$ cat config.mk
export PLATFORM = sky130hd
export DESIGN_NAME = synth_command_stream_parser_unit
export DESIGN_NICKNAME = d
export VERILOG_FILES = /design/src/rtl/scmd_pkg.sv /design/src/rtl/scmd_exec.sv /design/src/rtl/synth_command_stream_parser_unit.sv
export SDC_FILE = /design/constraint.sdc
export NUM_CORES = 1
export LEC_CHECK = 0
export BUFFER_PORTS_ARGS = -buffer_cell sky130_fd_sc_hd__buf_2
export CORE_MARGIN = 2
export CORE_UTILIZATION = 57
export CTS_BUF_LIST = sky130_fd_sc_hd__clkbuf_8 sky130_fd_sc_hd__clkbuf_16
export DETAILED_ROUTE_END_ITERATION = 6
export GPL_ROUTABILITY_DRIVEN = 0
export PLACE_DENSITY = 0.78
export SLEW_MARGIN = 10
export SYNTH_ARGS = -nofsm -noshare
export SYNTH_HDL_FRONTEND = slang
export SYNTH_SLANG_ARGS = --single-unit
$ cat constraint.sdc
create_clock -name clk -period 6.1 [get_ports clk]
set_input_delay 0.61 -clock clk [delete_from_list [all_inputs] [get_ports clk]]
set_output_delay 0.61 -clock clk [all_outputs]
set_load 0.05 [all_outputs]
$ cat src/rtl/scmd_pkg.sv
// shared types and constants for the speech synth command stream parser
package scmd_pkg;

  localparam int unsigned MAX_DIGITS = 15;
  localparam int unsigned DCNT_W     = 4;
  localparam int unsigned PARAM_W    = 16;
  localparam int unsigned LEVEL_W    = 4;

  localparam logic [7:0] BYTE_CMD   = 8'h01;
  localparam logic [7:0] BYTE_STOP  = 8'h18;
  localparam logic [7:0] BYTE_SPACE = 8'h20;
  localparam logic [7:0] BYTE_PLUS  = 8'h2b;
  localparam logic [7:0] BYTE_MINUS = 8'h2d;
  localparam logic [7:0] BYTE_ZERO  = 8'h30;
  localparam logic [7:0] BYTE_NINE  = 8'h39;

  localparam logic [7:0] LETTER_RESET = 8'h40;
  localparam logic [7:0] LETTER_PUNCT = 8'h62;
  localparam logic [7:0] LETTER_VOICE = 8'h6f;
  localparam logic [7:0] LETTER_PITCH = 8'h70;
  localparam logic [7:0] LETTER_RATE  = 8'h73;

  localparam logic [PARAM_W-1:0] PARAM_MAX = '1;
  localparam logic [LEVEL_W-1:0] PITCH_TOP = 4'd10;
  localparam logic [LEVEL_W-1:0] RATE_TOP  = 4'd9;
  localparam logic [LEVEL_W-1:0] LEVEL_MID = 4'd5;

  typedef enum logic [1:0] {
    SIGN_NONE  = 2'd0,
    SIGN_PLUS  = 2'd1,
    SIGN_MINUS = 2'd2
  } sign_t;

  typedef enum logic [3:0] {
    KIND_TEXT  = 4'd0,
    KIND_STOP  = 4'd1,
    KIND_RESET = 4'd2,
    KIND_PUNCT = 4'd3,
    KIND_VOICE = 4'd4,
    KIND_PITCH = 4'd5,
    KIND_RATE  = 4'd6,
    KIND_BAD   = 4'd7,
    KIND_UNSUP = 4'd8
  } kind_t;

  typedef struct packed {
    kind_t            kind;
    logic [7:0]       text_byte;
    logic signed [7:0] setting;
  } result_t;

endpackage

$ cat src/rtl/scmd_exec.sv
// command execution: decodes a command letter and updates pitch and rate levels
module scmd_exec import scmd_pkg::*; (
  input  logic [7:0]         letter,
  input  logic [PARAM_W-1:0] param,
  input  sign_t              sign,
  input  logic [LEVEL_W-1:0] pitch_level,
  input  logic [LEVEL_W-1:0] rate_level,
  output result_t            result,
  output logic [LEVEL_W-1:0] pitch_level_next,
  output logic [LEVEL_W-1:0] rate_level_next
);

  function automatic logic [LEVEL_W-1:0] move_level(
    input logic [LEVEL_W-1:0] level,
    input logic [PARAM_W-1:0] amount,
    input sign_t              dir,
    input logic [LEVEL_W-1:0] top
  );
    logic [PARAM_W:0] sum;
    logic [LEVEL_W-1:0] lvl;
    sum = {{(PARAM_W+1-LEVEL_W){1'b0}}, level} + {1'b0, amount};
    if (dir == SIGN_NONE) begin
      lvl = (amount > {{(PARAM_W-LEVEL_W){1'b0}}, top}) ? top : amount[LEVEL_W-1:0];
    end else if (dir == SIGN_PLUS) begin
      lvl = (sum > {{(PARAM_W+1-LEVEL_W){1'b0}}, top}) ? top : sum[LEVEL_W-1:0];
    end else begin
      lvl = (amount > {{(PARAM_W-LEVEL_W){1'b0}}, level}) ? '0
          : level - amount[LEVEL_W-1:0];
    end
    return lvl;
  endfunction

  // (level - 5) * 20
  function automatic logic signed [7:0] pitch_setting(input logic [LEVEL_W-1:0] lvl);
    logic signed [7:0] s;
    case (lvl)
      4'd0:    s = -8'sd100;
      4'd1:    s = -8'sd80;
      4'd2:    s = -8'sd60;
      4'd3:    s = -8'sd40;
      4'd4:    s = -8'sd20;
      4'd5:    s = 8'sd0;
      4'd6:    s = 8'sd20;
      4'd7:    s = 8'sd40;
      4'd8:    s = 8'sd60;
      4'd9:    s = 8'sd80;
      default: s = 8'sd100;
    endcase
    return s;
  endfunction

  // level * 22 - 100
  function automatic logic signed [7:0] rate_setting(input logic [LEVEL_W-1:0] lvl);
    logic signed [7:0] s;
    case (lvl)
      4'd0:    s = -8'sd100;
      4'd1:    s = -8'sd78;
      4'd2:    s = -8'sd56;
      4'd3:    s = -8'sd34;
      4'd4:    s = -8'sd12;
      4'd5:    s = 8'sd10;
      4'd6:    s = 8'sd32;
      4'd7:    s = 8'sd54;
      4'd8:    s = 8'sd76;
      default: s = 8'sd98;
    endcase
    return s;
  endfunction

  logic [LEVEL_W-1:0] pitch_moved;
  logic [LEVEL_W-1:0] rate_moved;

  assign pitch_moved = move_level(pitch_level, param, sign, PITCH_TOP);
  assign rate_moved  = move_level(rate_level, param, sign, RATE_TOP);

  always_comb begin
    result           = '{kind: KIND_UNSUP, text_byte: letter, setting: 8'sd0};
    pitch_level_next = pitch_level;
    rate_level_next  = rate_level;
    unique case (letter)
      LETTER_RESET: begin
        result = '{kind: KIND_RESET, text_byte: 8'h00, setting: 8'sd0};
      end
      LETTER_PUNCT: begin
        if (param == '0) begin
          result = '{kind: KIND_PUNCT, text_byte: 8'h00, setting: 8'sd0};
        end else if (param <= PARAM_W'(2)) begin
          result = '{kind: KIND_PUNCT, text_byte: 8'h00, setting: 8'sd1};
        end else if (param == PARAM_W'(3)) begin
          result = '{kind: KIND_PUNCT, text_byte: 8'h00, setting: 8'sd2};
        end else begin
          result = '{kind: KIND_BAD, text_byte: letter, setting: 8'sd0};
        end
      end
      LETTER_VOICE: begin
        if (param <= PARAM_W'(7)) begin
          result = '{kind: KIND_VOICE, text_byte: 8'h00,
                     setting: $signed({5'b0, param[2:0]})};
        end else begin
          result = '{kind: KIND_BAD, text_byte: letter, setting: 8'sd0};
        end
      end
      LETTER_PITCH: begin
        pitch_level_next = pitch_moved;
        result = '{kind: KIND_PITCH, text_byte: 8'h00, setting: pitch_setting(pitch_moved)};
      end
      LETTER_RATE: begin
        rate_level_next = rate_moved;
        result = '{kind: KIND_RATE, text_byte: 8'h00, setting: rate_setting(rate_moved)};
      end
      default: begin
        result = '{kind: KIND_UNSUP, text_byte: letter, setting: 8'sd0};
      end
    endcase
  end

endmodule

$ cat src/rtl/synth_command_stream_parser_unit.sv
// top level of the speech synth inline command stream parser
//
// one raw byte of the synth control stream enters per beat on the s_ side;
// each byte gives zero or one result beat on the m_ side
// s_tdata: the raw byte. m_tuser: result kind. m_tdata: text byte and
// signed setting (punctuation mode, voice, pitch or rate value)
// control bytes below 0x20 other than 0x01 and 0x18 read as spaces; 0x18 is
// a stop, 0x01 opens a command: optional sign, up to 15 digits, a letter
// a taken byte passes the input register, then one pass of parse logic into
// the output register; one byte per cycle is taken in steady state while the
// output register is not blocked by m_tready
// bytes that only advance the command parser (0x01, sign, digits) give no beat
// reset clears the parser to the text phase, forgets the last command and
// sets pitch and rate levels to their middle value 5
// when m_tready is low the output register holds its beat; the input
// register still takes a byte if empty, then s_tready drops until the
// output beat is taken
module synth_command_stream_parser_unit import scmd_pkg::*; (
  input  logic        clk,
  input  logic        rst,
  input  logic        s_tvalid,
  output logic        s_tready,
  input  logic [7:0]  s_tdata,   // [7:0] in_byte
  output logic        m_tvalid,
  input  logic        m_tready,
  output logic [15:0] m_tdata,   // [7:0] text_byte, [15:8] setting
  output logic [3:0]  m_tuser    // [3:0] kind
);

  typedef enum logic [1:0] {
    PH_TEXT   = 2'd0,
    PH_SIGN   = 2'd1,
    PH_DIGITS = 2'd2
  } phase_t;

  // input register
  logic       in_valid;
  logic [7:0] in_byte;
  logic       advance;

  // parser state
  phase_t             phase, phase_next;
  sign_t              sign_mode, sign_mode_next;
  logic [DCNT_W-1:0]  digit_count, digit_count_next;
  logic [PARAM_W-1:0] param_accum, param_accum_next;
  logic [7:0]         last_letter, last_letter_next;
  logic [PARAM_W-1:0] last_param, last_param_next;
  logic [LEVEL_W-1:0] pitch_level, pitch_level_next;
  logic [LEVEL_W-1:0] rate_level, rate_level_next;

  // output register
  result_t out_res;

  // parse datapath
  logic [7:0]         c;
  logic               is_digit;
  logic               is_sign_char;
  logic               in_digits;
  logic [DCNT_W-1:0]  dc_eff;
  logic [PARAM_W-1:0] acc_eff;
  sign_t              sign_eff;
  logic [PARAM_W+3:0] acc_grow;
  logic [7:0]         cmd_letter;
  logic [PARAM_W-1:0] cmd_param;
  result_t            cmd_res;
  logic [LEVEL_W-1:0] cmd_pitch_next;
  logic [LEVEL_W-1:0] cmd_rate_next;
  logic               res_valid;
  result_t            res;

  // output register frees up whenever its beat is gone or being taken
  assign advance  = !m_tvalid || m_tready;
  assign s_tready = !in_valid || advance;

  always_ff @(posedge clk) begin
    if (rst) begin
      in_valid <= 1'b0;
    end else if (s_tready) begin
      in_valid <= s_tvalid;
    end
    if (s_tready && s_tvalid) begin
      in_byte <= s_tdata;
    end
  end

  // sanitize: control bytes other than command and stop become spaces
  assign c = (in_byte < BYTE_SPACE && in_byte != BYTE_STOP && in_byte != BYTE_CMD)
           ? BYTE_SPACE : in_byte;
  assign is_digit     = (c >= BYTE_ZERO) && (c <= BYTE_NINE);
  assign is_sign_char = (c == BYTE_PLUS) || (c == BYTE_MINUS);

  // the sign position falls through to the digit position when no sign is there
  assign in_digits = (phase == PH_DIGITS) || (phase == PH_SIGN && !is_sign_char);
  assign dc_eff    = (phase == PH_SIGN) ? '0 : digit_count;
  assign acc_eff   = (phase == PH_SIGN) ? '0 : param_accum;
  assign sign_eff  = (phase == PH_SIGN) ? SIGN_NONE : sign_mode;

  // accum * 10 + digit, saturating at the top of the parameter range
  assign acc_grow = {1'b0, acc_eff, 3'b000} + {3'b000, acc_eff, 1'b0}
                  + {{(PARAM_W+4-4){1'b0}}, c[3:0]};

  // a command with no digits reissues the last one
  assign cmd_letter = (dc_eff != '0) ? c : last_letter;
  assign cmd_param  = (dc_eff != '0) ? acc_eff : last_param;

  scmd_exec u_exec (
    .letter           (cmd_letter),
    .param            (cmd_param),
    .sign             (sign_eff),
    .pitch_level      (pitch_level),
    .rate_level       (rate_level),
    .result           (cmd_res),
    .pitch_level_next (cmd_pitch_next),
    .rate_level_next  (cmd_rate_next)
  );

  always_comb begin
    phase_next       = phase;
    sign_mode_next   = sign_mode;
    digit_count_next = digit_count;
    param_accum_next = param_accum;
    last_letter_next = last_letter;
    last_param_next  = last_param;
    pitch_level_next = pitch_level;
    rate_level_next  = rate_level;
    res_valid        = 1'b0;
    res              = '{kind: KIND_TEXT, text_byte: 8'h00, setting: 8'sd0};

    if (phase == PH_SIGN && is_sign_char) begin
      sign_mode_next   = (c == BYTE_PLUS) ? SIGN_PLUS : SIGN_MINUS;
      digit_count_next = '0;
      param_accum_next = '0;
      phase_next       = PH_DIGITS;
    end else if (in_digits) begin
      sign_mode_next   = sign_eff;
      digit_count_next = dc_eff;
      param_accum_next = acc_eff;
      if (is_digit && dc_eff < DCNT_W'(MAX_DIGITS)) begin
        param_accum_next = (acc_grow > {4'b0000, PARAM_MAX}) ? PARAM_MAX
                         : acc_grow[PARAM_W-1:0];
        digit_count_next = dc_eff + DCNT_W'(1);
        phase_next       = PH_DIGITS;
      end else begin
        // this byte is the command letter
        if (dc_eff != '0) begin
          last_letter_next = c;
          last_param_next  = acc_eff;
        end
        phase_next       = PH_TEXT;
        pitch_level_next = cmd_pitch_next;
        rate_level_next  = cmd_rate_next;
        res_valid        = 1'b1;
        res              = cmd_res;
      end
    end else begin
      phase_next = PH_TEXT;
      if (c == BYTE_STOP) begin
        res_valid = 1'b1;
        res       = '{kind: KIND_STOP, text_byte: 8'h00, setting: 8'sd0};
      end else if (c == BYTE_CMD) begin
        phase_next = PH_SIGN;
      end else begin
        res_valid = 1'b1;
        res       = '{kind: KIND_TEXT, text_byte: c, setting: 8'sd0};
      end
    end
  end

  always_ff @(posedge clk) begin
    if (rst) begin
      phase       <= PH_TEXT;
      sign_mode   <= SIGN_NONE;
      digit_count <= '0;
      param_accum <= '0;
      last_letter <= 8'h00;
      last_param  <= '0;
      pitch_level <= LEVEL_MID;
      rate_level  <= LEVEL_MID;
      m_tvalid    <= 1'b0;
    end else if (advance) begin
      m_tvalid <= in_valid && res_valid;
      if (in_valid) begin
        phase       <= phase_next;
        sign_mode   <= sign_mode_next;
        digit_count <= digit_count_next;
        param_accum <= param_accum_next;
        last_letter <= last_letter_next;
        last_param  <= last_param_next;
        pitch_level <= pitch_level_next;
        rate_level  <= rate_level_next;
      end
    end
    if (advance && in_valid && res_valid) begin
      out_res <= res;
    end
  end

  assign m_tuser = out_res.kind;
  assign m_tdata = {out_res.setting, out_res.text_byte};

  // levels never leave their saturated ranges
  assert property (@(posedge clk) disable iff (rst)
    pitch_level <= PITCH_TOP && rate_level <= RATE_TOP)
    else $error("pitch or rate level out of range");

  // the digit counter stops at the maximum digit count
  assert property (@(posedge clk) disable iff (rst)
    digit_count <= DCNT_W'(MAX_DIGITS))
    else $error("digit count beyond maximum");

  // a held input byte is not dropped or changed while the output is blocked
  assert property (@(posedge clk) disable iff (rst)
    in_valid && !advance |=> in_valid && $stable(in_byte))
    else $error("input register lost a byte while stalled");

  // state is frozen while the output register is blocked
  assert property (@(posedge clk) disable iff (rst)
    !advance |=> $stable(pitch_level) && $stable(rate_level) && $stable(last_letter))
    else $error("parser state moved while stalled");

endmodule
==> summary.md <==
| Metric | Value |
|---|---|
| Crit path kind | flop to flop |
| Max_cap viols | 0 |
| Routed WL | 19.97 mm |
| PnR worst setup slack | slightly above 0.4 ns |
| P&R area growth vs syn | 8.983% |
| Row count | ~40 |
| Antenna violations before repair | 0 |
| GR Util All Layers | 0.2934 |
| Yosys reg bits | 86 |
| Outcome | completed |
| Finished Core Util | 0.6317 |
| DR pass1 iterations | 6 |
| Setup TNS | 0 ns |
| Number of H-tree levels | 3 |
| Average routed wire per standard cell | approximately 18 um |
| Mapped Cells | roughly 920 |
| Fmax | about 180 MHz |
| Clock root cell | clkbuf_16 |
| Via count | around 7,200 |
| # DRC | 0 |
| Max Clock Skew | 0.009500 ns |
| Cell Chain, Critical Path | or2b_2 > and2_1 > inv_1 > ha_1 > a21boi_4 > buf_4 > nand2_1 > a21boi_4 > clkinvlp_4 > ha_1 > or3b_2 > a21oi_1 > o2bb2a_1 > nand3_1 > a222oi_1 > and4_1 > and2_1 > a31o_2 > inv_1 > ha_1 > o21ai_0 > o21ai_0 > a221o_1 |
| Cell repeated most along the worst path | ha_1 |
| Die Span Y | ~120 um |
| Inst Count DP | approximately 1,100 |
| Mapped Area | about 7300 sq um |
| Clock Latency Late Sink | ~0.36 ns |
| Initial Utilization | 0.5796 |
| Main synth FF type | dfxtp_1 |
| Die extent in x | between 100 and 150 um |
| Die area | around 14,000 sq um |
| Nets | around 1,000 |
| Commonest non-fill, non-tap cell in the layout | a21oi_1 |
| Layout cells sized above 1 | 0.1017 |
| Pwr dens | roughly 150 nW/um^2 |
| Register area share after synthesis | 0.2748 |
| DPL Wire Length | ~15 mm |
| Fillers | 1,093 |
| Non-Filler Instances | ~1,100 |
| Slowest CP cell | or3b_2 |
| Pin count of the biggest net entering global routing | 46 |
| Synth warn | 0 |
| Crit. End Element | flop |
| Lkg Pwr | around 3.4 nW |
| Most frequent cells in the layout | a21oi_1 (99), nand2_1 (88), nor2_1 (87), ha_1 (65), dfxtp_1 (58) |
| Final min period | 5.691 ns |
| CTS tree | built |
| Worst min path class | primary input to flop |
| Footprint of the multi-input gates | 4931 sq um |
| Worst VDD drop | about 0.19 mV |
| Antenna diodes | 0 |
| Final Hold Fails | 0 |
| Vias per cell | 6.463 |
| Post-synth ARST share | 0 |
| Netlist cell types | 79 |
| First-pass GRT wire length | around 31 mm |
| Final slew viol count | 0 |
| Crit path max fanout | 17 |
| Req. time, crit path | 6.20 ns |
| Crit path DAT | 5.79 ns |
| Total CTS buffers | 9 |
| Vias in the first global route | approximately 6,400 |
| CTS clk-pin slew, worst paths | 0.07 ns |
| Reg area | 2002 sq um |
| Slew HR | 0.3622 |
| Syn_nets | 1,001 |
| Final period util | 0.9330 |
| Clock Sinks | between 80 and 90 |
| RSZ-0062 raised after global routing | false |
| DRT iter0 DRCs | approximately 840 |
| Startpoint type of the worst setup path | flop |
| Crit path largest cell delay | approximately 0.5 ns |
| Worst-case clock buffer depth | 2 |
| Remaining Overflow, GRT | 0 |
| Post-route ant nets | 0 |
| Number of enable flip-flop cells after synthesis | 28 |
| Final setup vio count | 0 |
| Core area | ~13,000 sq um |
| Worst slack at placement | 0.2526 ns |
| Number of I/O pins | 34 |
| Syn_area_per_cell | approximately 7.9 sq um |
| Slew @ Worst Pin | between 0.9 and 1 ns |
| Number of I/O port buffers | 33 |
power breakdown:
part	leakage, nW	switching, mW	total, mW	internal (mW)
sequential	0.730	0.00606	0.607	0.601
combinational	2.50	0.0554	0.0731	0.0177
clock	0.133	0.258	0.540	0.282
total	3.36	0.319	1.22	0.901
state kept, by name (all words and copies together), names as in the netlist:
signal	cells
last_param	16
m_tdata	16
param_accum	16
in_byte	8
last_letter	8
digit_count	4
m_tuser	4
pitch_level	4
rate_level	4
phase	2
sign_mode	2
in_valid	1
m_tvalid	1
routing by layer:
metal / global-route usage / wire length (um)
met1: 0.4139 / 9030
met2: 0.4513 / 8948
met3: 0.06437 / 1613
met4: 0.08863 / 373
met5: 0 / 0
path summary, 6_finish.rpt:
path | from | slack (ns) | to | cells after the start
min | s_tdata[3] | 0.42 | in_byte[3] | 1
max | phase[1] | 0.41 | m_tdata[12] | 23
min reg2reg | last_letter[5] | 0.48 | last_letter[5] | 2
max reg2reg | phase[1] | 0.41 | m_tdata[12] | 23
cell type report:
class | instances | area share
clock buffers | 9 | 0.02837
clock inverters | 7 | 0.007407
flip-flops and latches | 86 | 0.2522
well taps | 172 | 0.02711
inverters | 54 | 0.02600
repair buffers | 51 | 0.03783
multi-input cells | 737 | 0.6211
metrics by stage:
step | area [sq um] | power, mW | hold WS [ns]
6_report | 7939 | 1.220 | 0.4242
5_1_grt | 7939 | 1.247 | 0.4217
4_1_cts | 7884 | 1.222 | 0.4188
3_5_place_dp | 7600 | 0.6925 | 0.4688
3_3_place_gp | 7600 | 0.6915 | 0.4570
2_1_floorplan | 7332 | 0.6720 | 0.4465
cell families after synthesis:
group | synth area share
compound gates | 0.2910
mux | 0.008588
xor+xnor | 0.03126
flops | 0.2748
buf+inv | 0.05393
simple gates | 0.2123
fa+ha+maj | 0.1281
cell usage after synthesis, drive strengths merged (7+ instances only):
master | number | area [sq um]
a211oi | 28 | 210.2
a21boi | 10 | 78.82
a21o | 16 | 120.1
a21oi | 99 | 495.5
a22o | 9 | 78.83
a22oi | 9 | 67.56
a31oi | 8 | 50.05
and2 | 14 | 87.59
and3 | 7 | 43.79
buf | 12 | 81.32
clkbuf | 29 | 108.9
dfxtp | 58 | 1161
edfxtp | 28 | 840.8
ha | 65 | 813.3
inv | 54 | 202.7
nand2 | 89 | 336.6
nand3 | 27 | 135.1
nand4 | 15 | 93.84
nor2 | 89 | 334.1
nor2b | 10 | 62.56
nor3 | 19 | 95.09
nor4 | 10 | 62.56
o2111ai | 11 | 96.34
o211ai | 11 | 82.58
o21a | 7 | 52.55
o21ai | 48 | 251.5
xnor2 | 17 | 148.9
xor2 | 9 | 78.83
worst max-delay path, delay by kind of cell (launching register included):
family                     cells  cell delay (ns)
and+or+nand+nor                7             1.51
buffers and inverters          4             0.63
AOI/OAI and AO/OA              9             1.92
DFF                            1             0.47
adders and majority gates      3             0.89
timing repair:
action,in CTS,in global routing
resized for setup,0,5
hold buffers,0,0
setup buffers,0,5
endpoints found under the setup margin,0,5
(Power assumes the default switching activity.)
